`config.mk`:
```
export PLATFORM = sky130hd
export DESIGN_NAME = calendar_date_increment
export DESIGN_NICKNAME = d
export VERILOG_FILES = /design/src/rtl/cdi_pkg.sv /design/src/rtl/cdi_split.sv /design/src/rtl/cdi_leap.sv /design/src/rtl/cdi_roll.sv /design/src/rtl/calendar_date_increment.sv
export SDC_FILE = /design/constraint.sdc
export NUM_CORES = 1
export LEC_CHECK = 0
export BUFFER_PORTS_ARGS = -buffer_cell sky130_fd_sc_hd__clkbuf_2
export CORE_MARGIN = 5
export CORE_UTILIZATION = 58
export DETAILED_ROUTE_END_ITERATION = 10
export GPL_TIMING_DRIVEN = 0
export PLACE_DENSITY = 0.89
export SYNTH_ARGS = -nofsm -noshare
export SYNTH_HDL_FRONTEND = slang
export SYNTH_SLANG_ARGS = --single-unit
```
`constraint.sdc`:
```
create_clock -name clk_i -period 6.45 [get_ports clk_i]
set_clock_uncertainty 0.1 [all_clocks]
set_input_delay 1.29 -clock clk_i [delete_from_list [all_inputs] [get_ports clk_i]]
set_output_delay 1.29 -clock clk_i [all_outputs]
set_load 0.01 [all_outputs]
```
`src/rtl/cdi_pkg.sv`:
```
// Shared constants, stage payload types and month helpers for the date increment pipeline.
`timescale 1ns / 1ps

package cdi_pkg;

  localparam logic [23:0] DATE_LOW    = 24'd1010001;
  localparam logic [23:0] DATE_HIGH   = 24'd12319999;
  localparam logic [23:0] MONTH_SCALE = 24'd1000000;
  localparam logic [13:0] DAY_SCALE   = 14'd10000;
  localparam logic [13:0] YEAR_LAST   = 14'd9999;
  localparam logic [3:0]  MONTH_FEB   = 4'd2;
  localparam logic [3:0]  MONTH_DEC   = 4'd12;
  localparam int unsigned NUM_MONTHS  = 12;

  // floor(r / 10000) = (r * DAY_RECIP) >> DAY_SHIFT for every r below 2**20
  localparam logic [20:0] DAY_RECIP   = 21'd1717987;
  localparam int unsigned DAY_SHIFT   = 34;
  // floor(y / 100) = (y * CENT_RECIP) >> CENT_SHIFT for every y below 2**14
  localparam logic [14:0] CENT_RECIP  = 15'd20972;
  localparam int unsigned CENT_SHIFT  = 21;
  localparam logic [6:0]  CENT_SCALE  = 7'd100;

  typedef struct packed {
    logic [23:0] date;
    logic        bad;
    logic [3:0]  month;
    logic [6:0]  day;
    logic [13:0] year;
  } cdi_date_t;

  typedef struct packed {
    cdi_date_t f;
    logic      leap;
  } cdi_leap_t;

  // Month start offset in the packed word
  function automatic logic [23:0] month_base(input logic [3:0] m);
    return 24'(m) * MONTH_SCALE;
  endfunction

  // Length of a month, February given as its common-year length
  function automatic logic [4:0] month_len(input logic [3:0] m);
    logic [4:0] len;
    case (m) inside
      4'd4, 4'd6, 4'd9, 4'd11: len = 5'd30;
      MONTH_FEB:               len = 5'd28;
      default:                 len = 5'd31;
    endcase
    return len;
  endfunction

endpackage

```
`src/rtl/cdi_split.sv`:
```
// Four-stage split of the packed date into month, day and year with range check.
`timescale 1ns / 1ps

module cdi_split (
  input  logic               clk_i,
  input  logic               rst_ni,
  input  logic               in_valid_i,
  output logic               in_ready_o,
  input  logic [23:0]        date_i,
  output logic               out_valid_o,
  input  logic               out_ready_i,
  output cdi_pkg::cdi_date_t out_o
);

  logic v1_q, v2_q, v3_q, v4_q;
  logic rdy1, rdy2, rdy3, rdy4;

  logic [23:0] s1_date_q;
  logic        s1_bad_q;
  logic [3:0]  s1_month_q;
  logic [23:0] s2_date_q;
  logic        s2_bad_q;
  logic [3:0]  s2_month_q;
  logic [19:0] s2_rem_q;
  logic [23:0] s3_date_q;
  logic        s3_bad_q;
  logic [3:0]  s3_month_q;
  logic [19:0] s3_rem_q;
  logic [40:0] s3_prod_q;
  cdi_pkg::cdi_date_t s4_q;

  logic        bad_d;
  logic [3:0]  month_d;
  logic [19:0] rem_d;
  logic [40:0] prod_d;
  logic [6:0]  day_d;
  logic [13:0] year_d;

  assign rdy4       = !v4_q || out_ready_i;
  assign rdy3       = !v3_q || rdy4;
  assign rdy2       = !v2_q || rdy3;
  assign rdy1       = !v1_q || rdy2;
  assign in_ready_o = rdy1;

  // Month by threshold compares, range check alongside
  always_comb begin
    bad_d   = (date_i < cdi_pkg::DATE_LOW) || (date_i > cdi_pkg::DATE_HIGH);
    month_d = '0;
    for (int k = 1; k <= cdi_pkg::NUM_MONTHS; k++) begin
      if (date_i >= cdi_pkg::month_base(4'(k))) begin
        month_d = 4'(k);
      end
    end
  end

  assign rem_d  = 20'(s1_date_q - cdi_pkg::month_base(s1_month_q));
  assign prod_d = 41'(s2_rem_q) * 41'(cdi_pkg::DAY_RECIP);
  assign day_d  = s3_prod_q[cdi_pkg::DAY_SHIFT +: 7];
  assign year_d = 14'(s3_rem_q - 20'(day_d) * 20'(cdi_pkg::DAY_SCALE));

  always_ff @(posedge clk_i or negedge rst_ni) begin
    if (!rst_ni) begin
      v1_q <= 1'b0;
      v2_q <= 1'b0;
      v3_q <= 1'b0;
      v4_q <= 1'b0;
    end else begin
      if (rdy1) v1_q <= in_valid_i;
      if (rdy2) v2_q <= v1_q;
      if (rdy3) v3_q <= v2_q;
      if (rdy4) v4_q <= v3_q;
    end
  end

  always_ff @(posedge clk_i) begin
    if (rdy1 && in_valid_i) begin
      s1_date_q  <= date_i;
      s1_bad_q   <= bad_d;
      s1_month_q <= month_d;
    end
    if (rdy2 && v1_q) begin
      s2_date_q  <= s1_date_q;
      s2_bad_q   <= s1_bad_q;
      s2_month_q <= s1_month_q;
      s2_rem_q   <= rem_d;
    end
    if (rdy3 && v2_q) begin
      s3_date_q  <= s2_date_q;
      s3_bad_q   <= s2_bad_q;
      s3_month_q <= s2_month_q;
      s3_rem_q   <= s2_rem_q;
      s3_prod_q  <= prod_d;
    end
    if (rdy4 && v3_q) begin
      s4_q.date  <= s3_date_q;
      s4_q.bad   <= s3_bad_q;
      s4_q.month <= s3_month_q;
      s4_q.day   <= day_d;
      s4_q.year  <= year_d;
    end
  end

  assign out_valid_o = v4_q;
  assign out_o       = s4_q;

endmodule

```
`src/rtl/cdi_leap.sv`:
```
// Two-stage Gregorian leap year test on the split year.
`timescale 1ns / 1ps

module cdi_leap (
  input  logic               clk_i,
  input  logic               rst_ni,
  input  logic               in_valid_i,
  output logic               in_ready_o,
  input  cdi_pkg::cdi_date_t in_i,
  output logic               out_valid_o,
  input  logic               out_ready_i,
  output cdi_pkg::cdi_leap_t out_o
);

  logic v5_q, v6_q;
  logic rdy5, rdy6;

  cdi_pkg::cdi_date_t s5_q;
  logic [28:0]        s5_prod_q;
  cdi_pkg::cdi_leap_t s6_q;

  logic [28:0] prod_d;
  logic [6:0]  cent;
  logic        century;
  logic        leap_d;

  assign rdy6       = !v6_q || out_ready_i;
  assign rdy5       = !v5_q || rdy6;
  assign in_ready_o = rdy5;

  assign prod_d  = 29'(in_i.year) * 29'(cdi_pkg::CENT_RECIP);
  assign cent    = s5_prod_q[cdi_pkg::CENT_SHIFT +: 7];
  // whole century when the year equals its hundreds times one hundred
  assign century = (s5_q.year == 14'(cent) * 14'(cdi_pkg::CENT_SCALE));
  assign leap_d  = (s5_q.year[1:0] == 2'b00) && (!century || (cent[1:0] == 2'b00));

  always_ff @(posedge clk_i or negedge rst_ni) begin
    if (!rst_ni) begin
      v5_q <= 1'b0;
      v6_q <= 1'b0;
    end else begin
      if (rdy5) v5_q <= in_valid_i;
      if (rdy6) v6_q <= v5_q;
    end
  end

  always_ff @(posedge clk_i) begin
    if (rdy5 && in_valid_i) begin
      s5_q      <= in_i;
      s5_prod_q <= prod_d;
    end
    if (rdy6 && v5_q) begin
      s6_q.f    <= s5_q;
      s6_q.leap <= leap_d;
    end
  end

  assign out_valid_o = v6_q;
  assign out_o       = s6_q;

endmodule

```
`src/rtl/cdi_roll.sv`:
```
// Two-stage day roll-over decision and repacking of the result.
`timescale 1ns / 1ps

module cdi_roll (
  input  logic               clk_i,
  input  logic               rst_ni,
  input  logic               in_valid_i,
  output logic               in_ready_o,
  input  cdi_pkg::cdi_leap_t in_i,
  output logic               out_valid_o,
  input  logic               out_ready_i,
  output logic [23:0]        next_date_o,
  output logic               not_well_formed_o,
  output logic               at_last_date_o
);

  logic v7_q, v8_q;
  logic rdy7, rdy8;

  logic [23:0] s7_date_q;
  logic        s7_pass_q;
  logic        s7_bad_q;
  logic        s7_last_q;
  logic [23:0] s7_base_q;
  logic [6:0]  s7_day_q;
  logic [13:0] s7_year_q;
  logic [23:0] s8_next_q;
  logic        s8_bad_q;
  logic        s8_last_q;

  logic [4:0]  mlen;
  logic [3:0]  month_d;
  logic [6:0]  day_d;
  logic [13:0] year_d;
  logic        last_d;
  logic [23:0] next_d;

  assign rdy8       = !v8_q || out_ready_i;
  assign rdy7       = !v7_q || rdy8;
  assign in_ready_o = rdy7;

  always_comb begin
    if (in_i.f.month == cdi_pkg::MONTH_FEB) begin
      mlen = in_i.leap ? 5'd29 : 5'd28;
    end else begin
      mlen = cdi_pkg::month_len(in_i.f.month);
    end
    month_d = in_i.f.month;
    day_d   = in_i.f.day;
    year_d  = in_i.f.year;
    last_d  = 1'b0;
    if (in_i.f.day < 7'(mlen)) begin
      day_d = in_i.f.day + 7'd1;
    end else if (in_i.f.month < cdi_pkg::MONTH_DEC) begin
      month_d = in_i.f.month + 4'd1;
      day_d   = 7'd1;
    end else if (in_i.f.year < cdi_pkg::YEAR_LAST) begin
      year_d  = in_i.f.year + 14'd1;
      month_d = 4'd1;
      day_d   = 7'd1;
    end else begin
      last_d  = 1'b1;
    end
  end

  assign next_d = s7_pass_q ? s7_date_q
                            : s7_base_q + 24'(s7_day_q) * 24'(cdi_pkg::DAY_SCALE)
                              + 24'(s7_year_q);

  always_ff @(posedge clk_i or negedge rst_ni) begin
    if (!rst_ni) begin
      v7_q <= 1'b0;
      v8_q <= 1'b0;
    end else begin
      if (rdy7) v7_q <= in_valid_i;
      if (rdy8) v8_q <= v7_q;
    end
  end

  always_ff @(posedge clk_i) begin
    if (rdy7 && in_valid_i) begin
      s7_date_q <= in_i.f.date;
      s7_bad_q  <= in_i.f.bad;
      s7_last_q <= !in_i.f.bad && last_d;
      s7_pass_q <= in_i.f.bad || last_d;
      s7_base_q <= cdi_pkg::month_base(month_d);
      s7_day_q  <= day_d;
      s7_year_q <= year_d;
    end
    if (rdy8 && v7_q) begin
      s8_next_q <= next_d;
      s8_bad_q  <= s7_bad_q;
      s8_last_q <= s7_last_q;
    end
  end

  assign out_valid_o       = v8_q;
  assign next_date_o       = s8_next_q;
  assign not_well_formed_o = s8_bad_q;
  assign at_last_date_o    = s8_last_q;

endmodule

```
`src/rtl/calendar_date_increment.sv`:
```
// Top level of the packed calendar date increment pipeline.
`timescale 1ns / 1ps

// Takes a date packed as the binary integer month*1000000 + day*10000 + year and
// returns the following day in the same packing, with Gregorian leap years.
// Inputs outside 1010001..12319999 come back unchanged with not_well_formed_o set;
// December 31 of year 9999 comes back unchanged with at_last_date_o set. A day of
// zero advances to the 1st, a day past the month length rolls into the next month.
// Throughput is one date per cycle while the output is not stalled. The eight
// register stages are month split, month remainder, day reciprocal product,
// day/year split, century reciprocal product, leap test, roll-over decision
// and repacking. Every stage has its own valid bit and accepts whenever it is
// empty or its successor takes its contents, so bubbles are squeezed out while
// the output is stalled.

module calendar_date_increment (
  input  logic        clk_i,
  input  logic        rst_ni,
  input  logic        in_valid_i,
  output logic        in_ready_o,
  input  logic [23:0] packed_date_i,
  output logic        out_valid_o,
  input  logic        out_ready_i,
  output logic [23:0] next_date_o,
  output logic        not_well_formed_o,
  output logic        at_last_date_o
);

  // split -> leap test
  logic               split_valid;
  logic               split_ready;
  cdi_pkg::cdi_date_t split_data;
  // leap test -> roll-over
  logic               leap_valid;
  logic               leap_ready;
  cdi_pkg::cdi_leap_t leap_data;

  // Stages one to four: range check, month, day and year
  cdi_split u_split (
    .clk_i       (clk_i),
    .rst_ni      (rst_ni),
    .in_valid_i  (in_valid_i),
    .in_ready_o  (in_ready_o),
    .date_i      (packed_date_i),
    .out_valid_o (split_valid),
    .out_ready_i (split_ready),
    .out_o       (split_data)
  );

  // Stages five and six: leap year flag
  cdi_leap u_leap (
    .clk_i       (clk_i),
    .rst_ni      (rst_ni),
    .in_valid_i  (split_valid),
    .in_ready_o  (split_ready),
    .in_i        (split_data),
    .out_valid_o (leap_valid),
    .out_ready_i (leap_ready),
    .out_o       (leap_data)
  );

  // Stages seven and eight: advance the day, repack or pass through
  cdi_roll u_roll (
    .clk_i             (clk_i),
    .rst_ni            (rst_ni),
    .in_valid_i        (leap_valid),
    .in_ready_o        (leap_ready),
    .in_i              (leap_data),
    .out_valid_o       (out_valid_o),
    .out_ready_i       (out_ready_i),
    .next_date_o       (next_date_o),
    .not_well_formed_o (not_well_formed_o),
    .at_last_date_o    (at_last_date_o)
  );

endmodule

```
==> results of run 1 <==
==> worst paths after layout <==
path	start	to	slack [ns]	depth (start not counted)
max	u_split.s2_rem_q[10]$_DFFE_PP_	u_split.s3_prod_q[37]$_DFFE_PP_	0.09	22
min	u_split.out_o[25]$_DFFE_PP_	u_leap.s5_q[25]$_DFFE_PP_	0.30	0
max reg2reg	u_split.s2_rem_q[10]$_DFFE_PP_	u_split.s3_prod_q[37]$_DFFE_PP_	0.09	22
min reg2reg	u_split.out_o[25]$_DFFE_PP_	u_leap.s5_q[25]$_DFFE_PP_	0.30	0
max in group asynchronous	rst_ni	u_split.v3_q$_DFFE_PN0P_	5.55	1
min in group asynchronous	rst_ni	u_leap.v5_q$_DFFE_PN0P_	0.49	1
==> flip-flops by register name, indices dropped and copies added (netlist names), 4 cells and up <==
signal / flops
u_roll.s7_year_q: 14
u_split.s3_rem_q: 13
u_split.s3_month_q: 4
u_split.s1_month_q: 4
u_split.s2_month_q: 4
u_split.s1_date_q: 24
u_leap.s5_q: 46
u_roll.s7_date_q: 24
u_split.s2_date_q: 18
u_split.s2_rem_q: 20
u_leap.out_o: 47
u_split.out_o: 46
u_split.s3_prod_q: 8
u_roll.next_date_o: 24
u_leap.s5_prod_q: 7
u_roll.s7_day_q: 7
u_split.s3_date_q: 18
u_roll.s7_base_q: 16
==> cell usage in the layout, fill, tap and decap left out, drive strengths merged, types with 23 or more instances in the layout <==
| cell type | n |
|---|---|
| nor2 | 59 |
| clkbuf | 122 |
| nor3 | 23 |
| o21ai | 69 |
| edfxtp | 352 |
| inv | 495 |
| buf | 64 |
| nand2 | 74 |
| nand3 | 26 |
| xor2 | 40 |
| fa | 248 |
| a21o | 24 |
| a21oi | 66 |
| ha | 448 |
| xnor2 | 76 |
==> final cells by class <==
cell class	count	share of cell area
plain buffers	25	0.00347
repair buffers	115	0.0271
well taps	607	0.0248
flip-flops and latches	360	0.351
clock buffers	46	0.0320
multi-input cells	1364	0.492
inverters	490	0.0600
clock inverters	21	0.00923
==> logic make-up (layout without fill, tap and decap cells) <==
| group | count (synthesis) | count (layout) | share of synthesized area |
|---|---|---|---|
| simple gates | 277 | 277 | 0.0506 |
| flops | 360 | 360 | 0.391 |
| buf+inv | 515 | 697 | 0.0706 |
| mux | 11 | 11 | 0.00445 |
| compound gates | 264 | 264 | 0.0628 |
| fa+ha+maj | 696 | 696 | 0.384 |
| xor+xnor | 116 | 116 | 0.0369 |
==> per-layer routing <==
layer / vias up / part of all wire / wire [um] / GRT usage
met5: - / 0 / 0 / 0
met4: 0 / 0.031 / 1820 / 0.0631
met3: 149 / 0.055 / 3230 / 0.0340
li1: 7889 / - / - / -
met2: 610 / 0.53 / 30800 / 0.403
met1: 8479 / 0.39 / 22700 / 0.278
==> per-stage QoR <==
stage | setup TNS, ns | area [um^2] | std cells | util | hold slack [ns]
detailed placement | -2.11 | 28700 | 2908 | 0.615 | 0.305
global route | -0.785 | 30700 | 3028 | 0.656 | 0.308
CTS | 0 | 30200 | 2999 | 0.647 | 0.305
global placement | -1.59 | 28600 | 2901 | 0.611 | 0.301
floorplan | 0 | 27500 | 2239 | - | 0.300
finish | 0 | 30700 | 3028 | 0.656 | 0.296
==> critical path, stage by stage (launching register included) <==
cell       delay [ns]
edfxtp_1         0.54
ha_4             0.32
fa_1             0.54
inv_1            0.05
fa_1             0.48
inv_1            0.06
fa_1             0.49
inv_1            0.06
fa_1             0.53
inv_1            0.05
fa_1             0.47
inv_1            0.05
fa_1             0.49
inv_1            0.04
ha_2             0.19
a211oi_2         0.22
o21ai_2          0.11
a2111oi_2        0.34
o311a_1          0.37
nor3_4           0.08
o21ai_2          0.25
a21o_1           0.18
a21boi_2         0.17
==> what timing repair did <==
action                                 4_1_cts  5_1_grt
pin swaps                                    5       31
setup endpoints to repair                    7        7
gates resized for setup                     14       47
setup buffers                               24       29
endpoints found under the hold margin        0        0
==> flow_summary.json, run 1 <==
{
  "crit_fanout": 4,
  "setup_ws_ns": 0.0872,
  "post-route-min-period_ns": 6.36,
  "coreArea_mm2": 0.0468,
  "grt-ovfl-total": 0,
  "status": "completed",
  "totalWireLength_mm": 58.6,
  "setup_viol": 0,
  "dp_slack_ns": -0.442,
  "fmax_ghz": 0.157,
  "cts-htree-levels": 2,
  "syn_inst": 2239,
  "yosysTopAreaCell": "edfxtp_1",
  "drt_iter0_drc": 1269,
  "vias": 17100,
  "worstPathArrival_ns": 6.65,
  "wl_per_cell_um": 19.3,
  "diodes": 0,
  "area_growth_pct": 11.3,
  "synth_area_mm2": 0.0275,
  "synth_seq_area_share": 0.391,
  "rsz0062_at_grt": "true",
  "ys_warn_count": 0,
  "tightest_slew_ns": 1.30,
  "ant_nets": 0,
  "hold_violations": 0,
  "start_kind": "register",
  "cts_tree": "built",
  "drv_cap": 0,
  "synth_edf_count": 352,
  "nFillCells": 3067,
  "initial_core_util": 0.589,
  "fp-row-count": 79,
  "cts-buffers-inserted": 37,
  "ctsHoldBuffers": 0,
  "grt_use_total": 0.222,
  "synth_top_cell_area_share": 0.384,
  "nets": 3117,
  "grt_max_degree": 46,
  "slew_headroom": 0.133,
  "drc": 0,
  "endpoint_kind": "register",
  "layout_worst_path_cycle_share": 0.986,
  "die_h_um": 228,
  "die_w_um": 228,
  "syn_nets": 2963,
  "clkLatencyLatePin_ns": 0.54,
  "crit_type": "register to register",
  "ff_latch_area_mm2": 0.0108,
  "drtPass1Iterations": 6,
  "ctsRootBufferMaster": "clkbuf_16",
  "synth_cell_types": 71,
  "gp_congestion": 0.911,
  "hpwl_mm": 43.6,
  "synth_common_cells": "inv_1, ha_1, edfxtp_1, fa_1, xnor2_1",
  "clk_transition_reported_paths_ns": 0.06,
  "clock_path_buffers": 3,
  "async_flop_share": 0.0222,
  "multi_input_area_mm2": 0.0151,
  "viasPerCell": 5.66,
  "hp-class": "register to register",
  "synth.most_common_cell": "inv_1",
  "dieArea_mm2": 0.0520,
  "port_buffers": 55,
  "synth_seq_cells": 360,
  "io_pins": 56,
  "grt_pass1_wl_mm": 94.6,
  "syn_avg_cell_area_um2": 12.3,
  "grt_pass1_vias": 18600,
  "ys.flop_type": "edfxtp_1",
  "synthTopCellsByArea": "edfxtp_1, ha_1, fa_1",
  "cts_sinks": 360,
  "drive_above_1_share": 0.103,
  "antenna_found_initial": 0,
  "required_ns": 6.74,
  "slew_viol_final": 0
}
Power of run 1 is left out: the tool's default activity adds up to more than one toggle a clock period on the data nets, which glitch-free logic cannot reach.
==> run 2: changes to the inputs <==
CAP_MARGIN = 20   (was default)
CTS_CLUSTER_DIAMETER = 40   (was default)
PLACE_DENSITY = 0.78   (was 0.89)
==> flow_summary.json, run 2 (synthesis results as in run 1) <==
{
  "gp_congestion": 0.954,
  "clkLatencyLatePin_ns": 0.56,
  "area_growth_pct": 12.3,
  "layout_common_cells": "inv_1, ha_1, edfxtp_1",
  "die_w_um": 228,
  "grt_pass1_vias": 17600,
  "grt_max_degree": 45,
  "initial_core_util": 0.589,
  "hpwl_mm": 41.7,
  "grt-ovfl-total": 0,
  "final_area_mm2": 0.0309,
  "start_kind": "register",
  "drtPass1Iterations": 5,
  "ctsHoldBuffers": 0,
  "tightest_slew_ns": 1.02,
  "drt_iter0_drc": 1150,
  "io_pins": 56,
  "largest_reg_flops": 47,
  "setup_viol": 0,
  "clk_transition_reported_paths_ns": 0.06,
  "viasPerCell": 5.45,
  "endpoint_kind": "register",
  "final_common_cell": "inv_1",
  "layout_worst_path_cycle_share": 0.975,
  "required_ns": 6.65,
  "nFillCells": 3289,
  "drive_above_1_share": 0.111,
  "drv_cap": 0,
  "ctsRootBufferMaster": "clkbuf_16",
  "grt_use_total": 0.207,
  "die_h_um": 228,
  "dieArea_mm2": 0.0520,
  "place_area_mm2": 0.0288,
  "fp-row-count": 79,
  "status": "completed",
  "cts-buffers-inserted": 43,
  "coreArea_mm2": 0.0468,
  "diodes": 0,
  "slew_headroom": 0.314,
  "slew_viol_final": 0,
  "grt_pass1_wl_mm": 88.1,
  "ant_nets": 0,
  "cts-htree-levels": 2,
  "crit_fanout": 5,
  "wl_per_cell_um": 17.6,
  "post-route-min-period_ns": 6.29,
  "port_buffers": 55,
  "crit_type": "register to register",
  "vias": 16600,
  "totalWireLength_mm": 53.5,
  "cts_tree": "built",
  "antenna_found_initial": 0,
  "cts_sinks": 360,
  "worstPathArrival_ns": 6.49,
  "clock_path_buffers": 3,
  "hold_violations": 0,
  "hp-class": "register to register",
  "nets": 3121,
  "fmax_ghz": 0.159,
  "drc": 0
}
==> run 2: worst max-delay path, stage by stage, from the launching register on <==
cell	delay (ns)
edfxtp_1	0.49
buf_4	0.19
fa_1	0.51
inv_1	0.06
fa_1	0.53
inv_1	0.06
fa_1	0.50
fa_1	0.53
fa_1	0.45
fa_1	0.48
ha_1	0.30
ha_1	0.32
a211oi_1	0.25
o21bai_1	0.12
a211oi_2	0.21
o21ai_2	0.13
a311o_1	0.33
o21ai_2	0.21
a21o_1	0.18
a21oi_2	0.06
==> run 2: worst paths after layout <==
path / start / to / slack, ns / depth (start not counted)
hold reg to reg: u_leap.s5_q[33]$_DFFE_PP_ / u_leap.out_o[34]$_DFFE_PP_ / 0.31 / 0
min in group asynchronous: rst_ni / u_roll.out_valid_o$_DFFE_PN0P_ / 0.49 / 1
hold / removal: u_leap.s5_q[33]$_DFFE_PP_ / u_leap.out_o[34]$_DFFE_PP_ / 0.31 / 0
setup / recovery: u_split.s2_rem_q[18]$_DFFE_PP_ / u_split.s3_prod_q[39]$_DFFE_PP_ / 0.16 / 19
setup reg to reg: u_split.s2_rem_q[18]$_DFFE_PP_ / u_split.s3_prod_q[39]$_DFFE_PP_ / 0.16 / 19
max in group asynchronous: rst_ni / u_split.v2_q$_DFFE_PN0P_ / 5.57 / 1
==> run 2: layer usage <==
metal  part of all wire  global-route usage  wire, um
met4              0.020              0.0486      1070
met2               0.51               0.366     27400
met1               0.41               0.270     22100
met5                  0                   0         0
met3              0.055              0.0330      2940
==> run 2: timing repair <==
action	in CTS	in global routing
setup buffers	17	34
gates resized for setup	10	59
pin swaps	4	39
endpoints found under the setup margin	7	7
==> run 2: area by class of cell <==
| class | instances | area [um^2] | share of cell area |
|---|---|---|---|
| multi-input cells | 1364 | 15100 | 0.490 |
| flip-flops and latches | 360 | 10800 | 0.348 |
| inverters | 490 | 1840 | 0.0595 |
| clock buffers | 54 | 1150 | 0.0371 |
| repair buffers | 113 | 823 | 0.0266 |
| well taps | 607 | 759 | 0.0246 |
| clock inverters | 25 | 342 | 0.0110 |
| plain buffers | 25 | 106 | 0.00344 |
==> run 2: through the flow <==
step	setup slack, ns	hold slack (ns)	cells	TNS, ns	utilization
after floorplan	0.339	0.300	2239	0	-
after CTS	0.0252	0.311	3004	0	0.650
after global routing	-0.0431	0.318	3038	-0.118	0.661
final	0.164	0.307	3038	0	0.661
after detailed placement	-0.410	0.305	2908	-1.89	0.615
after global placement	-0.378	0.301	2901	-1.65	0.611
Power of run 2 is left out for the same reason.
